`config.mk`:
```
export PLATFORM = sky130hd
export DESIGN_NAME = opl_raw_to_vgm_command_stream
export DESIGN_NICKNAME = d
export VERILOG_FILES = /design/src/rtl/rtv_pkg.sv /design/src/rtl/opl_raw_to_vgm_command_stream.sv /design/src/rtl/rtv_ctrl.sv /design/src/rtl/rtv_datapath.sv
export SDC_FILE = /design/constraint.sdc
export NUM_CORES = 2
export LEC_CHECK = 0
export ABC_AREA = 1
export BUFFER_PORTS_ARGS = -buffer_cell sky130_fd_sc_hd__buf_2
export CORE_MARGIN = 4
export CORE_UTILIZATION = 37
export CTS_CLUSTER_DIAMETER = 150
export DETAILED_ROUTE_END_ITERATION = 7
export SLEW_MARGIN = 30
export SYNTH_ARGS = -nofsm -noshare
export SYNTH_HDL_FRONTEND = slang
export SYNTH_HIERARCHICAL = 1
export SYNTH_SLANG_ARGS = --single-unit
```
`constraint.sdc`:
```
create_clock -name clk -period 8.5 [get_ports clk]
set_input_delay 0.425 -clock clk [delete_from_list [all_inputs] [get_ports clk]]
set_output_delay 0.425 -clock clk [all_outputs]
set_load 0.03 [all_outputs]
```
`src/rtl/rtv_pkg.sv`:
```
// Shared types and constants of the capture-to-command-stream converter.
`default_nettype none
package rtv_pkg;

  // One capture record as it arrives on the input channel.
  typedef struct packed {
    logic [7:0] record_data;
    logic [7:0] record_register;
    logic       is_final;
  } record_t;

  // One stream command as it leaves on the output channel.
  typedef struct packed {
    logic [1:0]  command_kind;
    logic [7:0]  command_opcode;
    logic [7:0]  write_register;
    logic [7:0]  write_value;
    logic [15:0] delay_samples;
    logic [31:0] total_samples;
    logic        dual_chip;
    logic        loop_flag;
    logic        delay_overflow;
    logic        run_end;
  } command_t;

  // Command kinds.
  localparam logic [1:0] KIND_DELAY = 2'd0;
  localparam logic [1:0] KIND_WRITE = 2'd1;
  localparam logic [1:0] KIND_END   = 2'd2;

  // Output opcodes.
  localparam logic [7:0] OP_DELAY       = 8'h61;
  localparam logic [7:0] OP_WRITE_CHIP0 = 8'h5A;
  localparam logic [7:0] OP_WRITE_CHIP1 = 8'hAA;
  localparam logic [7:0] OP_END         = 8'h66;

  // Capture register numbers with special meaning.
  localparam logic [7:0] REC_REG_DELAY   = 8'h00;
  localparam logic [7:0] REC_REG_CONTROL = 8'h02;

  // Control record types.
  localparam logic [7:0] CTL_CLOCK = 8'd0;
  localparam logic [7:0] CTL_CHIP0 = 8'd1;
  localparam logic [7:0] CTL_CHIP1 = 8'd2;

  // Tick to sample time conversion: (tick * 4410 + 59659) / 119318.
  localparam logic [12:0] TICK_SCALE = 13'd4410;
  localparam logic [15:0] ROUND_BIAS = 16'd59659;
  localparam logic [17:0] DIVISOR    = 18'd119318;
  localparam logic [15:0] CHUNK_MAX  = 16'hFFFF;

  // Division by reciprocal multiplication on a 45-bit numerator. The top 32
  // numerator bits times floor(2^48 / 119318), shifted down by 35, give a
  // quotient that is exact or one short; a remainder check adds the one.
  localparam int          DIV_NUM_W  = 45;
  localparam logic [31:0] DIV_RECIP  = 32'd2359031970;
  localparam int          DIV_STEPS  = 3;
  localparam int          DIV_STEP_W = $clog2(DIV_STEPS);

  // Division steps: multiply, estimate with remainder, correction.
  localparam logic [DIV_STEP_W-1:0] DIV_MUL = DIV_STEP_W'(0);
  localparam logic [DIV_STEP_W-1:0] DIV_EST = DIV_STEP_W'(1);
  localparam logic [DIV_STEP_W-1:0] DIV_FIX = DIV_STEP_W'(2);

  // Configuration register map.
  localparam int         APB_ADDR_W        = 3;
  localparam logic       CFG_CLOCK_DIVIDER = 1'b0;
  localparam logic       CFG_LOOP_ENABLE   = 1'b1;

  // Classes of a captured record.
  typedef enum logic [1:0] {
    REC_CLOCK_WORD,
    REC_DELAY,
    REC_CONTROL,
    REC_WRITE
  } rec_class_t;

  // Controller states.
  typedef enum logic [2:0] {
    S_IDLE,
    S_DECODE,
    S_DIVIDE,
    S_DIFF,
    S_DELAY,
    S_WRITE,
    S_END
  } ctrl_state_t;

  // Commands from the controller to the datapath.
  typedef struct packed {
    logic capture;
    logic apply;
    logic load;
    logic div_step;
    logic diff;
    logic emit_delay;
    logic emit_write;
    logic emit_end;
  } ctrl_cmd_t;

  // Status from the datapath to the controller.
  typedef struct packed {
    rec_class_t rec_class;
    logic       is_final;
    logic       div_last;
    logic       left_zero;
    logic       chunks_full;
    logic       emit_ok;
  } dp_status_t;

endpackage
`default_nettype wire

```
`src/rtl/opl_raw_to_vgm_command_stream.sv`:
```
// Top level of the raw capture record to stream command converter.
//
// Each record beat turns into zero or more command beats. Delay, control and
// clock-word records are captured and decoded. A chip write record is captured,
// decoded, divided to its sample time, differenced against the emitted samples,
// sent as up to MAX_DELAY_CHUNKS delay chunks and then written; the division
// steps are a reciprocal multiply, an estimate with its remainder, and a
// one-step correction. A final record of any kind also emits an end command.
// One record is in flight at a time; a new record beat is taken while the last
// command beat still waits in the output register. Output stalls hold emission.
// Registers: 0x0 initial clock divider (also loads the live divider),
// 0x4 loop enable. Write them only while the block is idle.
`default_nettype none
module opl_raw_to_vgm_command_stream #(
  parameter int MAX_DELAY_CHUNKS = 62
) (
  input  logic                           clk,
  input  logic                           rst,
  input  logic                           psel,
  input  logic                           penable,
  input  logic                           pwrite,
  input  logic [rtv_pkg::APB_ADDR_W-1:0] paddr,
  input  logic [31:0]                    pwdata,
  output logic [31:0]                    prdata,
  output logic                           pready,
  input  logic                           record_valid,
  output logic                           record_ready,
  input  rtv_pkg::record_t               record,
  output logic                           command_valid,
  input  logic                           command_ready,
  output rtv_pkg::command_t              command
);
  import rtv_pkg::*;

  ctrl_cmd_t  cmd;
  dp_status_t status;

  assign pready = 1'b1;

  // Sequencer.
  rtv_ctrl u_ctrl (
    .clk          (clk),
    .rst          (rst),
    .record_valid (record_valid),
    .record_ready (record_ready),
    .status       (status),
    .cmd          (cmd)
  );

  // State, arithmetic and output register.
  rtv_datapath #(
    .MAX_DELAY_CHUNKS (MAX_DELAY_CHUNKS)
  ) u_datapath (
    .clk           (clk),
    .rst           (rst),
    .psel          (psel),
    .penable       (penable),
    .pwrite        (pwrite),
    .paddr         (paddr),
    .pwdata        (pwdata),
    .prdata        (prdata),
    .rec_item      (record),
    .cmd           (cmd),
    .status        (status),
    .command_valid (command_valid),
    .command_ready (command_ready),
    .command       (command)
  );

endmodule
`default_nettype wire

```
`src/rtl/rtv_ctrl.sv`:
```
// Controller state machine that sequences one record through the datapath.
`default_nettype none
module rtv_ctrl (
  input  logic               clk,
  input  logic               rst,
  input  logic               record_valid,
  output logic               record_ready,
  input  rtv_pkg::dp_status_t status,
  output rtv_pkg::ctrl_cmd_t  cmd
);
  import rtv_pkg::*;

  ctrl_state_t state;
  ctrl_state_t state_next;

  // State register.
  always_ff @(posedge clk) begin
    if (rst) begin
      state <= S_IDLE;
    end else begin
      state <= state_next;
    end
  end

  // Next state and commands.
  always_comb begin
    state_next   = state;
    cmd          = '0;
    record_ready = 1'b0;
    case (state)
      S_IDLE: begin
        record_ready = 1'b1;
        if (record_valid) begin
          cmd.capture = 1'b1;
          state_next  = S_DECODE;
        end
      end
      S_DECODE: begin
        if (status.rec_class == REC_WRITE) begin
          cmd.load   = 1'b1;
          state_next = S_DIVIDE;
        end else begin
          cmd.apply  = 1'b1;
          state_next = status.is_final ? S_END : S_IDLE;
        end
      end
      S_DIVIDE: begin
        cmd.div_step = 1'b1;
        if (status.div_last) begin
          state_next = S_DIFF;
        end
      end
      S_DIFF: begin
        cmd.diff   = 1'b1;
        state_next = S_DELAY;
      end
      S_DELAY: begin
        // Chunks go out until the gap is covered or the chunk budget is spent.
        if (status.left_zero || status.chunks_full) begin
          state_next = S_WRITE;
        end else if (status.emit_ok) begin
          cmd.emit_delay = 1'b1;
        end
      end
      S_WRITE: begin
        if (status.emit_ok) begin
          cmd.emit_write = 1'b1;
          state_next     = status.is_final ? S_END : S_IDLE;
        end
      end
      S_END: begin
        if (status.emit_ok) begin
          cmd.emit_end = 1'b1;
          state_next   = S_IDLE;
        end
      end
      default: begin
        state_next = S_IDLE;
      end
    endcase
  end

endmodule
`default_nettype wire

```
`src/rtl/rtv_datapath.sv`:
```
// Datapath: converter state, configuration registers, divider, output register.
`default_nettype none
module rtv_datapath #(
  parameter int MAX_DELAY_CHUNKS = 62
) (
  input  logic                               clk,
  input  logic                               rst,
  input  logic                               psel,
  input  logic                               penable,
  input  logic                               pwrite,
  input  logic [rtv_pkg::APB_ADDR_W-1:0]     paddr,
  input  logic [31:0]                        pwdata,
  output logic [31:0]                        prdata,
  input  rtv_pkg::record_t                   rec_item,
  input  rtv_pkg::ctrl_cmd_t                 cmd,
  output rtv_pkg::dp_status_t                status,
  output logic                               command_valid,
  input  logic                               command_ready,
  output rtv_pkg::command_t                  command
);
  import rtv_pkg::*;

  localparam int                  CHUNK_W     = $clog2(MAX_DELAY_CHUNKS + 1);
  localparam logic [CHUNK_W-1:0]  CHUNK_LIMIT = CHUNK_W'(MAX_DELAY_CHUNKS);
  localparam logic [31:0]         OVF_LIMIT   =
    32'(MAX_DELAY_CHUNKS) * {16'd0, CHUNK_MAX};

  // Configuration and converter state.
  logic [15:0] initial_clock_divider;
  logic        loop_enable;
  logic [15:0] clock_divider;
  logic [31:0] tick_count;
  logic [31:0] emitted_samples;
  logic        chip_select;
  logic        dual_seen;
  logic        await_clock_word;

  // Per-record working registers.
  record_t               rec;
  logic [DIV_NUM_W-1:0]  num;
  logic [63:0]           prod;
  logic [17:0]           rem;
  logic [31:0]           quo;
  logic [DIV_STEP_W-1:0] div_cnt;
  logic [31:0]           left;
  logic [CHUNK_W-1:0]    chunk_cnt;
  logic                  ovf;

  logic                  cfg_we;
  logic                  cfg_idx;
  rec_class_t            rec_class;
  logic [23:0]           tick_inc;
  logic [44:0]           tick_scaled;
  logic [DIV_NUM_W-1:0]  num_load;
  logic [63:0]           recip_prod;
  logic [28:0]           quo_est;
  logic [DIV_NUM_W-1:0]  rem_full;
  logic [31:0]           gap;
  logic [15:0]           chunk;
  logic                  emit;
  command_t              command_next;

  // Register port decode; a write lands in the access cycle.
  assign cfg_we  = psel && penable && pwrite;
  assign cfg_idx = paddr[2];

  always_comb begin
    case (cfg_idx)
      CFG_CLOCK_DIVIDER: prdata = {16'd0, initial_clock_divider};
      CFG_LOOP_ENABLE:   prdata = {31'd0, loop_enable};
      default:           prdata = '0;
    endcase
  end

  // Record classification.
  always_comb begin
    if (await_clock_word) begin
      rec_class = REC_CLOCK_WORD;
    end else if (rec.record_register == REC_REG_DELAY) begin
      rec_class = REC_DELAY;
    end else if (rec.record_register == REC_REG_CONTROL) begin
      rec_class = REC_CONTROL;
    end else begin
      rec_class = REC_WRITE;
    end
  end

  assign status.rec_class   = rec_class;
  assign status.is_final    = rec.is_final;
  assign status.div_last    = (div_cnt == DIV_FIX);
  assign status.left_zero   = (left == 32'd0);
  assign status.chunks_full = (chunk_cnt == CHUNK_LIMIT);
  assign status.emit_ok     = !command_valid || command_ready;

  // Tick arithmetic.
  assign tick_inc    = {16'd0, rec.record_data} * {8'd0, clock_divider};
  assign tick_scaled = {13'd0, tick_count} * {32'd0, TICK_SCALE};
  assign num_load    = tick_scaled + {29'd0, ROUND_BIAS};

  // Sample time division: the reciprocal product of the top numerator bits
  // gives an estimate at most one short, and the remainder tells which.
  assign recip_prod = {32'd0, num[DIV_NUM_W-1:DIV_NUM_W-32]} * {32'd0, DIV_RECIP};
  assign quo_est    = prod[63:35];
  assign rem_full   = num - ({16'd0, quo_est} * {27'd0, DIVISOR});

  // Gap between the new sample time and what has been emitted.
  assign gap   = quo - emitted_samples;
  assign chunk = (left > {16'd0, CHUNK_MAX}) ? CHUNK_MAX : left[15:0];

  // Converter state updates.
  always_ff @(posedge clk) begin
    if (rst) begin
      initial_clock_divider <= '0;
      loop_enable           <= 1'b0;
      clock_divider         <= '0;
      tick_count            <= '0;
      emitted_samples       <= '0;
      chip_select           <= 1'b0;
      dual_seen             <= 1'b0;
      await_clock_word      <= 1'b0;
    end else begin
      if (cmd.apply) begin
        case (rec_class)
          REC_CLOCK_WORD: begin
            clock_divider    <= {rec.record_register, rec.record_data};
            await_clock_word <= 1'b0;
          end
          REC_DELAY: begin
            tick_count <= tick_count + {8'd0, tick_inc};
          end
          REC_CONTROL: begin
            case (rec.record_data)
              CTL_CLOCK: await_clock_word <= 1'b1;
              CTL_CHIP0: chip_select <= 1'b0;
              CTL_CHIP1: begin
                chip_select <= 1'b1;
                dual_seen   <= 1'b1;
              end
              default: ;
            endcase
          end
          default: ;
        endcase
      end
      if (cmd.diff && (emitted_samples < quo)) begin
        emitted_samples <= quo;
      end
      if (cfg_we) begin
        case (cfg_idx)
          CFG_CLOCK_DIVIDER: begin
            initial_clock_divider <= pwdata[15:0];
            clock_divider         <= pwdata[15:0];
          end
          CFG_LOOP_ENABLE: loop_enable <= pwdata[0];
          default: ;
        endcase
      end
    end
  end

  // Per-record working registers: capture, divide, chunking.
  always_ff @(posedge clk) begin
    if (cmd.capture) begin
      rec <= rec_item;
      ovf <= 1'b0;
    end
    if (cmd.load) begin
      num     <= num_load;
      div_cnt <= DIV_MUL;
    end else if (cmd.div_step) begin
      div_cnt <= div_cnt + 1'b1;
      case (div_cnt)
        DIV_MUL: prod <= recip_prod;
        DIV_EST: begin
          quo <= {3'd0, quo_est};
          rem <= rem_full[17:0];
        end
        default: begin
          if (rem >= DIVISOR) begin
            quo <= quo + 32'd1;
          end
        end
      endcase
    end
    if (cmd.diff) begin
      chunk_cnt <= '0;
      if (emitted_samples < quo) begin
        left <= gap;
        ovf  <= (gap > OVF_LIMIT);
      end else begin
        left <= '0;
      end
    end else if (cmd.emit_delay) begin
      left      <= left - {16'd0, chunk};
      chunk_cnt <= chunk_cnt + 1'b1;
    end
  end

  // Next output beat.
  always_comb begin
    command_next                = '0;
    command_next.delay_overflow = ovf;
    if (cmd.emit_delay) begin
      command_next.command_kind   = KIND_DELAY;
      command_next.command_opcode = OP_DELAY;
      command_next.delay_samples  = chunk;
    end else if (cmd.emit_write) begin
      command_next.command_kind   = KIND_WRITE;
      command_next.command_opcode = chip_select ? OP_WRITE_CHIP1 : OP_WRITE_CHIP0;
      command_next.write_register = rec.record_register;
      command_next.write_value    = rec.record_data;
      command_next.run_end        = !rec.is_final;
    end else begin
      command_next.command_kind   = KIND_END;
      command_next.command_opcode = OP_END;
      command_next.total_samples  = emitted_samples;
      command_next.dual_chip      = dual_seen;
      command_next.loop_flag      = loop_enable;
      command_next.run_end        = 1'b1;
    end
  end

  assign emit = cmd.emit_delay || cmd.emit_write || cmd.emit_end;

  // Output register: holds a beat until the consumer takes it.
  always_ff @(posedge clk) begin
    if (rst) begin
      command_valid <= 1'b0;
    end else if (emit) begin
      command_valid <= 1'b1;
    end else if (command_ready) begin
      command_valid <= 1'b0;
    end
  end

  always_ff @(posedge clk) begin
    if (emit) begin
      command <= command_next;
    end
  end

endmodule
`default_nettype wire

```
==> summary.md <==
| Metric | Value |
|---|---|
| Hold WS | `30.32 ps` |
| Actual slew at the worst max-slew pin | `roughly 1100 ps` |
| # Post-CTS Setup Buffers | `0` |
| Root buf cell | `clkbuf_16` |
| Mean Syn Cell Area | `approximately 8.3 sq um` |
| Fillcell total | `14,200` |
| Sequential-to-total area share from yosys stat | `18.75%` |
| Yosys top cell by area | `fa_1` |
| Status | `complete, no violations` |
| Residual DRC count | `0` |
| Via count | `40,040` |
| Vias in the first global route | `roughly 40,000` |
| Core area | `approximately 140,000 sq um` |
| WL per Instance | `roughly 16 microns` |
| Fmax | `about 140 MHz` |
| Die X | `roughly 380 microns` |
| Met3 Use GR | `2.554%` |
| Clock latency at the later pin of the worst-skew pair | `roughly 600 ps` |
| GRT Total Usage | `between 10% and 20%` |
| Die Y | `around 380 microns` |
| Initial antenna violation count | `2` |
| Kind of critical path | `flop to flop` |
| Asr flop ratio synth | `0%` |
| Worst hold path type | `input port to flop` |
| Synth top area share | `23.66%` |
| Syn Inst Count | `about 6,300` |
| # IOs | `between 150 and 200` |
| Post-route insts no fill | `8,291` |
| Starting Density | `about 37%` |
| Met1 usage | `between 20% and 30%` |
| Crit. End Element | `flop` |
| Crit path DAT | `~7500 ps` |
| ANT nets after route | `0` |
| Die area | `approximately 150,000 sq um` |
| Gr busiest metal | `met2` |
| # H-tree levels | `2` |
| CTS tree | `yes` |
| Post-layout util | `just over 40%` |
| Post-synth top cells | `inv_1 (1,545), nand2_1 (1,103), ha_1 (783)` |
| Mapped cell area | `around 52,000 sq um` |
| Max_slew headroom | `between 20% and 30%` |
| Worst-path cell chain | `fa_1 -> inv_1 -> fa_1 -> fa_1 -> fa_1 -> inv_1 -> fa_1 -> fa_1 -> fa_1 -> ha_1 -> ha_1 -> nand2_1 -> nor2_1 -> inv_1 -> nor2_1 -> inv_1 -> nor4_1 -> nand2_1 -> nand2_1 -> nand4_1 -> nand3_1 -> nand2_1` |
| PortBufs | `136` |
| GRT Residual Overflow | `0` |
| Total CTS buffers | `42` |
| Startpoint types | `flop` |
| Pins over their slew limit | `0` |
| Cell mode on critical path | `fa_1` |
| Vias/cell | `about 4.8` |
| Total of max-cap violations | `0` |
| Most common cell in the netlist | `inv_1` |
| Yosys Warn Count | `6` |
| CTS sink count | `between 300 and 400` |
| Layout cells sized above 1 | `5.333%` |
| Nets@finish | `~7,800` |
| Pin count of the biggest net entering global routing | `85` |
| Row count | `137` |
| DRT Wirelength | `between 100,000 and 150,000 microns` |
| Internal reg-to-reg setup slack | `around 1400 ps` |
| Final setup fails | `0` |
| Final min period | `between 7000 and 8000 ps` |
| Met2 usage | `between 30% and 40%` |
| Critical path fanouts, max | `11` |
| RD Place Congestion | `approximately 0.95` |
| Global-route wire length before repair | `between 200,000 and 250,000 microns` |
| Initial DRC Count | `approximately 2,500` |
| Ys flop type | `edfxtp_1` |
| CP max stage cell | `edfxtp_1` |
| RSZ-0062 raised after global routing | `no` |
| DPL Wire Length | `113,400 microns` |
| Worst path required time | `roughly 8900 ps` |
| FF+latch count, synth | `361` |
| Crit share post-route | `83.51%` |
| Post-Place Cells | `approximately 8,000` |
| Post-synth EDFFs | `between 200 and 250` |
| Area growth, synth to finish | `8.489%` |
| Largest stage delay, worst path | `between 900 and 1000 ps` |
| Worst-case clock skew | `roughly 36 ps` |
| Yosys cell types | `64` |
| Setup TNS | `0 ps` |
| Clock Tree Buf Depth | `3` |
| Router iterations before antenna repair | `7` |
| Clock slew at reported path FFs | `roughly 60 ps` |
| Top cells by area, synth | `fa_1 (24%), ha_1 (19%), edfxtp_1 (14%), inv_1 (11%), nand2_1 (8.0%)` |
| Final Hold Vio Count | `0` |
critical path: cells and delay by family, from the launching register on:
| kind | cells | cell delay (ps) |
|---|---|---|
| buffers and inverters | 4 | 330 |
| AND/OR/NAND/NOR | 9 | 1350 |
| adder cells (fa/ha/maj) | 9 | 4200 |
| flip-flops | 1 | 960 |
kinds of logic after synthesis:
group                      after synthesis  share of synthesized area (%)
buffers and inverters                 1659                          12.19
DFF                                    361                          18.75
xor gates and xnor gates               165                          2.938
other                                    2                        0.01450
adders and majority gates             1395                          42.58
and+or+nand+nor                       1995                          16.39
AOI/OAI and AO/OA                      676                          7.138
cell type report:
type | instances | area (sq um) | share of cell area (%)
well taps | 1876 | 2347 | 4.178
clock buffers | 53 | 1134 | 2.018
diodes | 2 | 5.005 | 0.008909
clock inverters | 25 | 309.0 | 0.5501
repair buffers | 173 | 980.9 | 1.746
flip-flops and latches | 361 | 9709 | 17.28
multi-input cells | 4248 | 35860 | 63.83
inverters | 1553 | 5833 | 10.38
registers in the layout (all words and copies together) (netlist names), 2 cells and up:
signal and cells:
u_datapath/command 77, u_datapath/num 44, u_datapath/emitted_samples 32, u_datapath/left 32
u_datapath/quo 32, u_datapath/tick_count 32, u_datapath/prod 29, u_datapath/rem 17
u_datapath/clock_divider 16, u_datapath/initial_clock_divider 16, u_datapath/rec 16, u_datapath/chunk_cnt 6
u_ctrl/state 3, u_datapath/div_cnt 2
per-stage QoR:
step           setup slack, ps  area, sq um
2_1_floorplan             2465        51840
3_3_place_gp              1479        54630
3_5_place_dp              1417        54640
4_1_cts                   1405        56170
5_1_grt                   1091        56170
6_report                  1401        56180
worst paths after layout:
| path | from | depth (start not counted) | to |
|---|---|---|---|
| worst min-delay path | record[11] | 1 | u_datapath/rec[11] |
| worst max register to register | u_datapath/num[24] | 22 | u_datapath/prod[62] |
| worst max-delay path | u_datapath/num[24] | 22 | u_datapath/prod[62] |
| worst min register to register | u_datapath/initial_clock_divider[2] | 2 | u_datapath/initial_clock_divider[2] |
timing repair:
action | in CTS | in global routing
endpoints found under the hold margin | 9 | 0
gates resized for setup | 0 | 0
hold buffers | 9 | 0
layer usage:
| layer | vias up | part of all wire, % |
|---|---|---|
| met2 | 843 | 48 |
| met5 | - | 0 |
| met4 | 0 | 2.2 |
| li1 | 19760 | - |
| met3 | 159 | 5.0 |
| met1 | 19290 | 45 |
placed cells by master (no fill, tap or decap), types with 26 or more instances in the layout:
cell / n
nor3_1: 49
nand3_1: 191
inv_1: 1542
buf_4: 28
edfxtp_1: 248
buf_2: 136
clkbuf_16: 43
nand4_1: 61
xnor2_1: 62
fa_1: 612
o21ai_0: 222
a31oi_1: 26
nand2_1: 1102
xor2_1: 96
nor2_1: 456
a21oi_1: 315
dfxtp_1: 113
ha_1: 783
Power is left out: the tool's default activity adds up to more than one toggle a clock period on the data nets, which glitch-free logic cannot reach.
